===== src/multi_channel_stepper_tone_generator_defines.svh =====
// ---------------------------------------------------------------------------
// Assertion macros for the stepper tone generator
// Shared helpers for the concurrent checks at the end of the top level.
// ---------------------------------------------------------------------------
`ifndef MULTI_CHANNEL_STEPPER_TONE_GENERATOR_DEFINES_SVH
`define MULTI_CHANNEL_STEPPER_TONE_GENERATOR_DEFINES_SVH

// The consequent must hold in the cycle after the antecedent.
`define MCSTG_ASSERT_NEXT(label, clk, rst, ante, cons) \
   label: assert property (@(posedge clk) disable iff (rst) (ante) |=> (cons)) \
      else $error("mcstg check failed in the following cycle");

// The consequent must hold in the same cycle as the antecedent.
`define MCSTG_ASSERT_SAME(label, clk, rst, ante, cons) \
   label: assert property (@(posedge clk) disable iff (rst) (ante) |-> (cons)) \
      else $error("mcstg check failed in the same cycle");

`endif


===== src/mcstg_pkg.sv =====
`timescale 1ns / 1ps
// ---------------------------------------------------------------------------
// Stepper tone generator package
// Widths, codes, reset values and the structs shared by the modules.
// ---------------------------------------------------------------------------
package mcstg_pkg;

   // Default channel count; the response words carry pins for 1 to 6 channels.
   localparam int CHANNELS_DEFAULT = 6;

   // Field widths of the request and response words.
   localparam int DELTA_W  = 32;
   localparam int CHAN_W   = 3;
   localparam int PERIOD_W = 20;
   localparam int STORE_W  = PERIOD_W + 1;
   localparam int POS_W    = 8;
   localparam int PIN_COUNT = 6;

   // Configuration port.
   localparam int CSR_IDX_W  = 1;
   localparam int CSR_DATA_W = 8;

   localparam logic [CSR_IDX_W-1:0] CSR_STEP_METHOD  = 1'b0;
   localparam logic [CSR_IDX_W-1:0] CSR_MAX_POSITION = 1'b1;

   // Command codes.
   localparam logic CMD_TICK = 1'b0;
   localparam logic CMD_SET  = 1'b1;

   // Step method codes.
   localparam logic METHOD_SLIDE = 1'b0;
   localparam logic METHOD_OSC   = 1'b1;

   localparam logic [POS_W-1:0] MAX_POS_RESET = 8'd72;

   // Per-word control that every channel sees.
   typedef struct packed {
      logic                tick;
      logic                method;
      logic [POS_W-1:0]    max_pos;
      logic [DELTA_W-1:0]  delta;
      logic [PERIOD_W-1:0] period;
   } chan_ctrl_type;

   // Pin levels reported by one channel.
   typedef struct packed {
      logic dir;
      logic step;
      logic led;
   } chan_pins_type;

endpackage


===== src/mcstg_if.sv =====
`timescale 1ns / 1ps
// ---------------------------------------------------------------------------
// Stepper tone generator channels
// Valid/ready interfaces for the request and response words.
// ---------------------------------------------------------------------------
interface mcstg_req_if;
   import mcstg_pkg::*;

   logic                valid;
   logic                ready;
   logic                command;
   logic [DELTA_W-1:0]  delta_us;
   logic [CHAN_W-1:0]   channel;
   logic [PERIOD_W-1:0] period;

   modport source (output valid, command, delta_us, channel, period, input ready);
   modport sink (input valid, command, delta_us, channel, period, output ready);
endinterface

interface mcstg_rsp_if;
   import mcstg_pkg::*;

   logic                 valid;
   logic                 ready;
   logic [PIN_COUNT-1:0] dir_pins;
   logic [PIN_COUNT-1:0] step_pins;
   logic [PIN_COUNT-1:0] led_pins;

   modport source (output valid, dir_pins, step_pins, led_pins, input ready);
   modport sink (input valid, dir_pins, step_pins, led_pins, output ready);
endinterface


===== src/mcstg_channel.sv =====
`timescale 1ns / 1ps
// ---------------------------------------------------------------------------
// Stepper tone channel
// Holds one channel's period, elapsed time, arm position and pin levels and
// updates them for each accepted word.
// ---------------------------------------------------------------------------
module mcstg_channel (
   input  logic                   clock,
   input  logic                   reset,
   input  mcstg_pkg::chan_ctrl_type ctrl,
   input  logic                   set_en,
   output mcstg_pkg::chan_pins_type pins
);
   import mcstg_pkg::*;

   logic [STORE_W-1:0] period_ff, period_in;
   logic [DELTA_W-1:0] elapsed_ff, elapsed_in;
   logic [POS_W-1:0]   pos_ff, pos_in;
   logic               dir_ff, dir_in;
   logic               step_ff, step_in;
   logic               led_ff, led_in;

   logic [DELTA_W:0]   sum;
   logic [DELTA_W-1:0] sat;
   logic               due;
   logic               dir_mid;
   logic               step_new;

   // Saturating add of the elapsed time and compare against the period.
   assign sum = {1'b0, elapsed_ff} + {1'b0, ctrl.delta};
   assign sat = sum[DELTA_W] ? {DELTA_W{1'b1}} : sum[DELTA_W-1:0];
   assign due = (sat >= {{(DELTA_W-STORE_W){1'b0}}, period_ff});

   // Sliding mode turns around at the track ends before toggling.
   always_comb begin
      if (pos_ff >= ctrl.max_pos) begin
         dir_mid = 1'b1;
      end else if (pos_ff == '0) begin
         dir_mid = 1'b0;
      end else begin
         dir_mid = dir_ff;
      end
   end

   assign step_new = ~step_ff;

   // Next state for a set or a tick.
   always_comb begin
      period_in  = period_ff;
      elapsed_in = elapsed_ff;
      pos_in     = pos_ff;
      dir_in     = dir_ff;
      step_in    = step_ff;
      led_in     = led_ff;
      if (set_en) begin
         period_in = (ctrl.method == METHOD_OSC) ? {1'b0, ctrl.period}
                                                 : {ctrl.period, 1'b0};
         led_in    = (ctrl.period != '0);
      end else if (ctrl.tick && (period_ff != '0)) begin
         if (due) begin
            elapsed_in = '0;
            step_in    = step_new;
            if (ctrl.method == METHOD_OSC) begin
               dir_in = step_ff ? ~dir_ff : dir_ff;
            end else begin
               dir_in = dir_mid;
               if (step_new) begin
                  if (dir_mid) begin
                     if (pos_ff != '0) begin
                        pos_in = pos_ff - 1'b1;
                     end
                  end else begin
                     if (pos_ff != {POS_W{1'b1}}) begin
                        pos_in = pos_ff + 1'b1;
                     end
                  end
               end
            end
         end else begin
            elapsed_in = sat;
         end
      end
   end

   // Channel state registers.
   always_ff @(posedge clock) begin
      if (reset) begin
         period_ff  <= '0;
         elapsed_ff <= '0;
         pos_ff     <= '0;
         dir_ff     <= 1'b0;
         step_ff    <= 1'b0;
         led_ff     <= 1'b0;
      end else begin
         period_ff  <= period_in;
         elapsed_ff <= elapsed_in;
         pos_ff     <= pos_in;
         dir_ff     <= dir_in;
         step_ff    <= step_in;
         led_ff     <= led_in;
      end
   end

   assign pins.dir  = dir_ff;
   assign pins.step = step_ff;
   assign pins.led  = led_ff;

endmodule


===== src/multi_channel_stepper_tone_generator.sv =====
`timescale 1ns / 1ps
// ---------------------------------------------------------------------------
// Multi-channel stepper tone generator
// Plays a square-wave tone on each stepper channel by toggling its step pin
// whenever the channel's elapsed time reaches its loaded period.
// ---------------------------------------------------------------------------
// Each request word is either a set (load one channel's half period, doubled
// in sliding mode, and light its LED when nonzero) or a tick (add delta_us to
// every sounding channel and step those that are due). Every word produces
// one response word with the direction, step and LED levels of all channels
// after the update. All channels update in parallel from the word, and the
// channel state registers themselves form the response word, so a new word is
// accepted in every cycle the response is taken or empty. The user is to write
// configuration through the csr_ port while the block idles; this is unchecked.
// ---------------------------------------------------------------------------
module multi_channel_stepper_tone_generator #(
   parameter int CHANNELS = mcstg_pkg::CHANNELS_DEFAULT
) (
   input  logic                             clock,
   input  logic                             reset,
   mcstg_req_if.sink                        req_chan,
   mcstg_rsp_if.source                      rsp_chan,
   input  logic                             csr_wr_en,
   input  logic [mcstg_pkg::CSR_IDX_W-1:0]  csr_index,
   input  logic [mcstg_pkg::CSR_DATA_W-1:0] csr_wdata
);
   import mcstg_pkg::*;

`include "multi_channel_stepper_tone_generator_defines.svh"

   logic             method_ff;
   logic [POS_W-1:0] max_pos_ff;
   logic             rsp_valid_ff, rsp_valid_in;

   logic             accept;
   logic             set_ch0_on;
   chan_ctrl_type    ctrl;
   chan_pins_type    pins_w [CHANNELS];

   // Configuration registers.
   always_ff @(posedge clock) begin
      if (reset) begin
         method_ff  <= METHOD_SLIDE;
         max_pos_ff <= MAX_POS_RESET;
      end else if (csr_wr_en) begin
         case (csr_index)
            CSR_STEP_METHOD:  method_ff  <= csr_wdata[0];
            CSR_MAX_POSITION: max_pos_ff <= csr_wdata[POS_W-1:0];
            default: ;
         endcase
      end
   end

   // A word is taken whenever the response slot is empty or being drained.
   assign req_chan.ready = !rsp_valid_ff || rsp_chan.ready;
   assign accept         = req_chan.valid && req_chan.ready;

   // Control broadcast to all channels.
   assign ctrl.tick    = accept && (req_chan.command == CMD_TICK);
   assign ctrl.method  = method_ff;
   assign ctrl.max_pos = max_pos_ff;
   assign ctrl.delta   = req_chan.delta_us;
   assign ctrl.period  = req_chan.period;

   // One channel instance per stepper; sets to absent channels match none.
   for (genvar c = 0; c < CHANNELS; c++) begin : g_chan
      mcstg_channel u_channel (
         .clock  (clock),
         .reset  (reset),
         .ctrl   (ctrl),
         .set_en (accept && (req_chan.command == CMD_SET)
                  && (req_chan.channel == CHAN_W'(c))),
         .pins   (pins_w[c])
      );
   end

   // Gather the pin levels into the response word.
   for (genvar p = 0; p < PIN_COUNT; p++) begin : g_pin
      if (p < CHANNELS) begin : g_used
         assign rsp_chan.dir_pins[p]  = pins_w[p].dir;
         assign rsp_chan.step_pins[p] = pins_w[p].step;
         assign rsp_chan.led_pins[p]  = pins_w[p].led;
      end else begin : g_unused
         assign rsp_chan.dir_pins[p]  = 1'b0;
         assign rsp_chan.step_pins[p] = 1'b0;
         assign rsp_chan.led_pins[p]  = 1'b0;
      end
   end

   // Response valid flag.
   always_comb begin
      rsp_valid_in = rsp_valid_ff;
      if (accept) begin
         rsp_valid_in = 1'b1;
      end else if (rsp_chan.ready) begin
         rsp_valid_in = 1'b0;
      end
   end

   always_ff @(posedge clock) begin
      if (reset) begin
         rsp_valid_ff <= 1'b0;
      end else begin
         rsp_valid_ff <= rsp_valid_in;
      end
   end

   assign rsp_chan.valid = rsp_valid_ff;

   // A set word that loads a nonzero period into channel 0.
   assign set_ch0_on = accept && (req_chan.command == CMD_SET)
                       && (req_chan.channel == '0) && (req_chan.period != '0);

   // Checks on the word flow and on the set path.
   `MCSTG_ASSERT_NEXT(a_accept_gives_rsp, clock, reset, accept, rsp_chan.valid)
   `MCSTG_ASSERT_SAME(a_no_overwrite, clock, reset, rsp_valid_ff && !rsp_chan.ready, !accept)
   `MCSTG_ASSERT_NEXT(a_set_lights_led, clock, reset, set_ch0_on, rsp_chan.led_pins[0])

endmodule


===== src/flat_wrapper.sv =====
// flat-port wrapper written by rule: the top's interface ports become plain ports
module multi_channel_stepper_tone_generator_flat import mcstg_pkg::*;
#(
   parameter int CHANNELS = mcstg_pkg::CHANNELS_DEFAULT
)
  (clock, reset, csr_wr_en, csr_index, csr_wdata, req_chan_valid, req_chan_command, req_chan_delta_us, req_chan_channel, req_chan_period, req_chan_ready, rsp_chan_valid, rsp_chan_dir_pins, rsp_chan_step_pins, rsp_chan_led_pins, rsp_chan_ready);
  mcstg_req_if req_chan_i ();
  mcstg_rsp_if rsp_chan_i ();
  input  logic clock;
  input  logic reset;
  input  logic csr_wr_en;
  input  logic [mcstg_pkg::CSR_IDX_W-1:0] csr_index;
  input  logic [mcstg_pkg::CSR_DATA_W-1:0] csr_wdata;
  input wire logic [$bits(req_chan_i.valid)-1:0] req_chan_valid;
  input wire logic [$bits(req_chan_i.command)-1:0] req_chan_command;
  input wire logic [$bits(req_chan_i.delta_us)-1:0] req_chan_delta_us;
  input wire logic [$bits(req_chan_i.channel)-1:0] req_chan_channel;
  input wire logic [$bits(req_chan_i.period)-1:0] req_chan_period;
  output wire logic [$bits(req_chan_i.ready)-1:0] req_chan_ready;
  output wire logic [$bits(rsp_chan_i.valid)-1:0] rsp_chan_valid;
  output wire logic [$bits(rsp_chan_i.dir_pins)-1:0] rsp_chan_dir_pins;
  output wire logic [$bits(rsp_chan_i.step_pins)-1:0] rsp_chan_step_pins;
  output wire logic [$bits(rsp_chan_i.led_pins)-1:0] rsp_chan_led_pins;
  input wire logic [$bits(rsp_chan_i.ready)-1:0] rsp_chan_ready;
  assign req_chan_i.valid = req_chan_valid;
  assign req_chan_i.command = req_chan_command;
  assign req_chan_i.delta_us = req_chan_delta_us;
  assign req_chan_i.channel = req_chan_channel;
  assign req_chan_i.period = req_chan_period;
  assign req_chan_ready = req_chan_i.ready;
  assign rsp_chan_valid = rsp_chan_i.valid;
  assign rsp_chan_dir_pins = rsp_chan_i.dir_pins;
  assign rsp_chan_step_pins = rsp_chan_i.step_pins;
  assign rsp_chan_led_pins = rsp_chan_i.led_pins;
  assign rsp_chan_i.ready = rsp_chan_ready;
  multi_channel_stepper_tone_generator #(.CHANNELS(CHANNELS)) u_core (.clock(clock), .reset(reset), .req_chan(req_chan_i), .rsp_chan(rsp_chan_i), .csr_wr_en(csr_wr_en), .csr_index(csr_index), .csr_wdata(csr_wdata));
endmodule

===== config.mk =====
export PLATFORM = sky130hd
export DESIGN_NAME = multi_channel_stepper_tone_generator_flat
export DESIGN_NICKNAME = d
export VERILOG_FILES = /design/src/mcstg_pkg.sv /design/src/mcstg_if.sv /design/src/mcstg_channel.sv /design/src/multi_channel_stepper_tone_generator.sv /design/src/flat_wrapper.sv
export VERILOG_INCLUDE_DIRS = /design/src /design/src/src
export SDC_FILE = /design/constraint.sdc
export NUM_CORES = 2
export LEC_CHECK = 0
export ABC_CLOCK_PERIOD_IN_PS = 6930
export BUFFER_PORTS_ARGS = -buffer_cell sky130_fd_sc_hd__buf_2
export CAP_MARGIN = 5
export CELL_PAD_IN_SITES_DETAIL_PLACEMENT = 0
export CELL_PAD_IN_SITES_GLOBAL_PLACEMENT = 1
export CORE_ASPECT_RATIO = 0.5
export CORE_MARGIN = 4
export CORE_UTILIZATION = 49
export CTS_BUF_LIST = sky130_fd_sc_hd__clkbuf_4
export DETAILED_ROUTE_END_ITERATION = 8
export GPL_TIMING_DRIVEN = 0
export PLACE_DENSITY = 0.79
export SYNTH_ARGS = -nofsm -noshare
export SYNTH_HDL_FRONTEND = slang
export SYNTH_SLANG_ARGS = --single-unit

===== constraint.sdc =====
create_clock -name clock -period 6.93 [get_ports clock]
set_input_delay 0.3465 -clock clock [delete_from_list [all_inputs] [get_ports clock]]
set_output_delay 0.3465 -clock clock [all_outputs]
set_load 0.005 [all_outputs]

=== Yosys cells after proc, flatten, opt, wreduce, memory -nomap -nowiden ===
Index checks and enable logic that the tools add are counted.
Widths: inputs -> output; s select.

* $add $sub $neg: 18
* Order comparisons: 12
* Equality and inequality tests: 23
* Mux-type cells: 57
* Bitwise operators: 21
* Reductions and logical operators: 70

{| class="wikitable"
|+ Operator list
! cell !! count
|-
| $mux 32 || 12
|-
| $add 32x32->33 || 6
|-
| $ge 32x21->1 || 6
|-
| $mux 8 || 18
|-
| $reduce_bool 21->1 || 6
|-
| $add 8x1->8 const B || 6
|-
| $ge 8x8->1 || 6
|-
| $logic_not 8->1 || 6
|-
| $ne 8x8->1 const B || 6
|-
| $reduce_bool 8->1 || 6
|-
| $sub 8x1->8 const B || 6
|-
| $reduce_and 7->1 || 6
|-
| $mux 1 || 26
|-
| $reduce_and 4->1 || 6
|-
| $mux 21 || 1
|-
| $not 1->1 || 21
|-
| $reduce_bool 20->1 || 1
|-
| $reduce_and 3->1 || 6
|-
| $reduce_and 2->1 || 8
|-
| $logic_and 1x1->1 || 15
|-
| $reduce_bool 2->1 || 7
|-
| $ne 2x1->1 const B || 6
|-
| $ne 2x2->1 const B || 6
|-
| $eq 3x2->1 const B || 2
|-
| 5 further kinds || 6
|}

* Bits in registers: 394
* Input bits: 70
* Output and inout bits: 20
* Word-level logic and storage cells: 240

=== Logic depth before layout (Yosys ltp) ===
* Depth after elaboration: 7
* Mapped depth: 26
* Mapped depth without buffers: 23

=== Hierarchy ===
From an unflattened synthesis, not the netlist that was laid out.

* Cells, all modules: 4,062
* Area, all modules: 33,276.9 sq um

{| class="wikitable"
|+ Modules (own cells, without submodules)
! module !! times used !! cells each !! area an instance (sq um) !! seq. area each (sq um)
|-
| mcstg_channel (u_core.g_chan[0].u_channel ...) || 4 || 666 || 5,450.2 || 1,281.2
|-
| mcstg_channel (u_core.g_chan[5].u_channel) || 1 || 679 || 5,539.1 || 1,281.2
|-
| mcstg_channel (u_core.g_chan[1].u_channel) || 1 || 664 || 5,401.4 || 1,281.2
|-
| multi_channel_stepper_tone_generator || 1 || 55 || 535.5 || 200.2
|}

=== Least setup slack after synthesis ===
OpenSTA, ideal clock, no wires.

* Path type: input to register
* Start point: input req_chan_delta_us[0]
* End point: register u_core.g_chan[4].u_channel.elapsed_ff[10]
* Library setup time: 70 ps
* Data arrival time: 5,330 ps
* Data required time: 6,860 ps
* Setup slack: 1,529 ps
* Stages: 26
* Cell sequence: ha_1 fa_1 a211oi_1 o211ai_1 nand4_1 a21oi_1 o21a_1 o21ai_0 a21oi_1 a211oi_1 clkbuf_1 and2_1 ha_1 nand2b_1 a21o_1 a21o_1 a21o_1 a21oi_1 a211oi_1 nor4_1 nand4_1 nor4bb_1 clkbuf_1 clkbuf_1 nand3_1 a21oi_1

* Longest elaborated chain between the ends: 4

{| class="wikitable"
|+ RTL lines
! what !! RTL line !! text
|-
| start, declared || flat_wrapper.sv:16 || <nowiki>input wire logic [$bits(req_chan_i.delta_us)-1:0] req_chan_delta_us;</nowiki>
|-
| $add 32x32->33 (*) || mcstg_channel.sv:30 || <nowiki>assign sum = {1'b0, elapsed_ff} + {1'b0, ctrl.delta};</nowiki>
|-
| $mux 32 (*) || mcstg_channel.sv:31 || <nowiki>assign sat = sum[DELTA_W] ? {DELTA_W{1'b1}} : sum[DELTA_W-1:0];</nowiki>
|-
| $ge 32x21->1 || mcstg_channel.sv:32 || <nowiki>assign due = (sat >= {{(DELTA_W-STORE_W){1'b0}}, period_ff});</nowiki>
|-
| $mux 32 (*) || mcstg_channel.sv:60 || <nowiki>if (due) begin</nowiki>
|-
| end signal, assigned || mcstg_channel.sv:96 || <nowiki>elapsed_ff <= elapsed_in;</nowiki>
|-
| end, declared || mcstg_channel.sv:17 || <nowiki>logic [DELTA_W-1:0] elapsed_ff, elapsed_in;</nowiki>
|}

Every way passes the cells marked *; elsewhere a longest branch is shown, timed or not.
A chain may end at the register's enable or synchronous reset.

=== Worst setup path after layout ===
* Start point: register u_core.g_chan[5].u_channel.elapsed_ff[0]
* End point: register u_core.g_chan[5].u_channel.elapsed_ff[15]

* Longest elaborated chain between the ends: 4

{| class="wikitable"
|+ RTL lines
! what !! RTL line
|-
| start, declared || mcstg_channel.sv:17
|-
| start signal, assigned || mcstg_channel.sv:96
|-
| $add 32x32->33 (*) || mcstg_channel.sv:30
|-
| $mux 32 (*) || mcstg_channel.sv:31
|-
| $ge 32x21->1 || mcstg_channel.sv:32
|-
| $mux 32 (*) || mcstg_channel.sv:60
|}

Marks and branches as above.

==> out/qor.yml <==
antenna_found_initial: 12
final_common_cell: "nand2_1"
grt_usage_pct: 33.2
async_flop_share_pct: 0
dr.pass1.iters: 8
synth_area_mm2: 0.0314
detail-route-antenna-nets: 0
crit_family: "compound AO/OA/AOI/OAI gates"
cp.buffers_inverters: 3
clk_latency_ns: 0.96
routabilityCongestion: 0.946
crit_chain: "ha_1 -> fa_1 -> a211oi_1 -> o21ai_1 -> nand4b_1 -> a31oi_1 -> nor3b_1 -> o21a_1 -> clkbuf_2 -> clkbuf_2 -> nand2_1 -> ha_1 -> o21ai_0 -> o21bai_1 -> a21oi_1 -> o21ai_0 -> nand3_1 -> and4b_1 -> nand4_1 -> a211oi_4 -> nand3_1 -> nor3_1 -> clkbuf_2 -> a22o_1"
fp-row-count: 65
numPortBuffers: 87
slew_viol_final: 0
grt_overflow: 0
synth_edf_count: 0
synth.distinct_cells: 79
avgSynthCellArea_um2: 7.75
leakagePower_nw: 15.1
htreeDepth: 3
synth-seq-cells: 394
hpwl_um: 87800
drc: 0
critPathKind: "reg2reg"
vias_per_cell: 6.11
mostFrequentLayoutCells: "nand2_1 (415), a21oi_1 (405), ha_1 (402)"
slowest_delay_ns: 0.48
grt_max_degree: 15
drt-total-wl_um: 118000
syn_nets: 4535
cts.sinks: 394
worst_slew_pin_slew_ns: 1.45
critPathRequiredTime_ns: 7.76
min_path_type: "in2reg"
io_pins: 90
vias: 31900
yosys.area.top_type: "dfxtp_1"
p_sw_mw: 1.78
fin_cells: 5224
cellPowerDensity_mw_per_mm2: 154
grt_pass1_wl_um: 177000
slowest_stage: "nor3b_1"
netSwitchingFraction_pct: 33.0
crit_fanout: 10
p_int_mw: 3.61
p_clk_share_pct: 39.2
max_freq_mhz: 151
clockRootBuffer: "clkbuf_4"
p_seq_share_pct: 43.0
cap_violations: 0
wl_per_cell_um: 22.6
grt_pass1_vias: 29700
core_area_mm2: 0.0632
synthToLayoutAreaGrowth_pct: 11.4
crit_top_cell: "clkbuf_2"
cp-end-kind: "register"
die_h_um: 187
ir_worst_vdd_mv: 0.103
yosys.area.top_type_share_pct: 25.1
layout-drive-gt1-share_pct: 8.27
combPwrFrac_pct: 17.8
die_area_mm2: 0.0684
cts_buffers: 100
cp-start-kind: "register"
finalSetupViolations: 0
cts_tree: "done"
critPathArrivalTime_ns: 7.45
skew_ns: 0.0874
fin_crit_ns: 6.62
post_cts_buffers: 0
synth_warnings: 0
synth.area.top_cells: "dfxtp_1 (25%), ha_1 (16%), a21oi_1 (6.5%)"
finalHoldViolCount: 0
max_slew_margin_pct: 3.43
fin_crit_sh_pct: 95.5
status: "completed"
die-width_um: 366
clk_pin_slew_worst_paths_ns: 0.09
drt_iter0_drc: 3225
fin_util_pct: 55.3
postSynthCellCount: 4051
clk_path_buf_depth: 3
ys_seq_area_share_pct: 25.1
start_util_pct: 49.7
nets: 4787
synth_flop_cell: "dfxtp_1"
place_inst: 4991
## cell families after synthesis
group,after synthesis,share of synthesized area [%]
XOR/XNOR,165,4.60
AND/OR/NAND/NOR,1371,21.0
flip-flops,394,25.1
adder cells (fa/ha/maj),414,16.8
buffers and inverters,411,5.19
AO/OA/AOI/OAI,1233,25.3
multiplexers,63,2.07
## worst paths after layout
path                            slack [ns]                                   endpoint  cells past startpoint                                      start
worst max-delay path                  0.31  u_core.g_chan[5].u_channel.elapsed_ff[15]                     24   u_core.g_chan[5].u_channel.elapsed_ff[0]
worst min register to register        0.46  u_core.g_chan[3].u_channel.elapsed_ff[12]                      2  u_core.g_chan[3].u_channel.elapsed_ff[12]
worst min-delay path                  0.13   u_core.g_chan[0].u_channel.period_ff[17]                      3                        req_chan_period[16]
worst max register to register        0.31  u_core.g_chan[5].u_channel.elapsed_ff[15]                     24   u_core.g_chan[5].u_channel.elapsed_ff[0]
## synth_stat cells, drive strengths merged (25+ instances only)
| master | number |
|---|---|
| buf | 35 |
| o21ai | 193 |
| clkbuf | 168 |
| o211ai | 32 |
| nor4 | 55 |
| nor2 | 320 |
| a31oi | 29 |
| and2 | 25 |
| or3 | 26 |
| xor2 | 71 |
| dfxtp | 394 |
| o21a | 34 |
| nand2b | 62 |
| mux2i | 50 |
| nand3 | 177 |
| nor2b | 25 |
| xnor2 | 94 |
| o21bai | 43 |
| a21oi | 405 |
| nand4 | 84 |
| and3 | 91 |
| a211oi | 177 |
| nand2 | 415 |
| nor3 | 35 |
| ha | 402 |
| a21o | 154 |
| inv | 208 |
## power groups by stage
stage          Sequential [mW]  Clock, mW  Combinational [mW]
2_1_floorplan             2.36          0               0.545
3_3_place_gp              2.37          0               0.880
3_5_place_dp              2.37          0               0.910
4_1_cts                   2.32       2.16               0.935
5_1_grt                   2.32       2.28                1.03
6_report                  2.32       2.12               0.958
## state kept, by name, indices dropped and copies added, names as in the netlist
| register | flops |
|---|---|
| u_core.g_chan.u_channel.dir_ff | 6 |
| u_core.g_chan.u_channel.elapsed_ff | 192 |
| u_core.g_chan.u_channel.led_ff | 6 |
| u_core.g_chan.u_channel.period_ff | 126 |
| u_core.g_chan.u_channel.pos_ff | 48 |
| u_core.g_chan.u_channel.step_ff | 6 |
| u_core.max_pos_ff | 8 |
| u_core.method_ff | 1 |
| u_core.rsp_chan.valid | 1 |
## per-stage QoR
stage | worst slack, ns | TNS, ns | hold WS (ns) | total power, mW | cell area, um^2
finish | 0.312 | 0 | 0.127 | 5.39 | 35000
global route | -0.0290 | -0.0744 | 0.0801 | 5.63 | 35000
CTS | 0.0131 | 0 | 0.0124 | 5.42 | 34900
detailed placement | -1.10 | -67.86 | 0.447 | 3.28 | 33100
global placement | -1.32 | -116.50 | 0.442 | 3.25 | 32900
floorplan | 1.53 | 0 | 0.436 | 2.90 | 31400
## final cells by class
class / count / area [um^2]
antenna: 8 / 20.0
buffer: 202 / 866
clock buffer: 134 / 1010
clock inverter: 44 / 267
fill: 6198 / 28200
inverter: 208 / 781
multi-input combinational: 3246 / 22000
sequential: 394 / 7890
tap: 837 / 1050
timing repair buffer: 151 / 1080
## timing repair
item                                   4_1_cts  5_1_grt
hold buffers                                48        0
setup endpoints to repair                   62      131
endpoints found under the hold margin       63        0
gates resized for setup                      7       31
## per-layer routing
| metal | part of all wire (%) | track usage, % |
|---|---|---|
| met1 | 45 | 47.4 |
| met2 | 41 | 49.4 |
| met3 | 9.7 | 6.85 |
| met4 | 4.1 | 12.1 |
| met5 | 0 | 0 |
## tightest hold or removal path: stages
cell and delay, ns:
buf_2 0.13, mux2i_1 0.22, a211oi_1 0.29
Power figures use the tool's default switching activity.
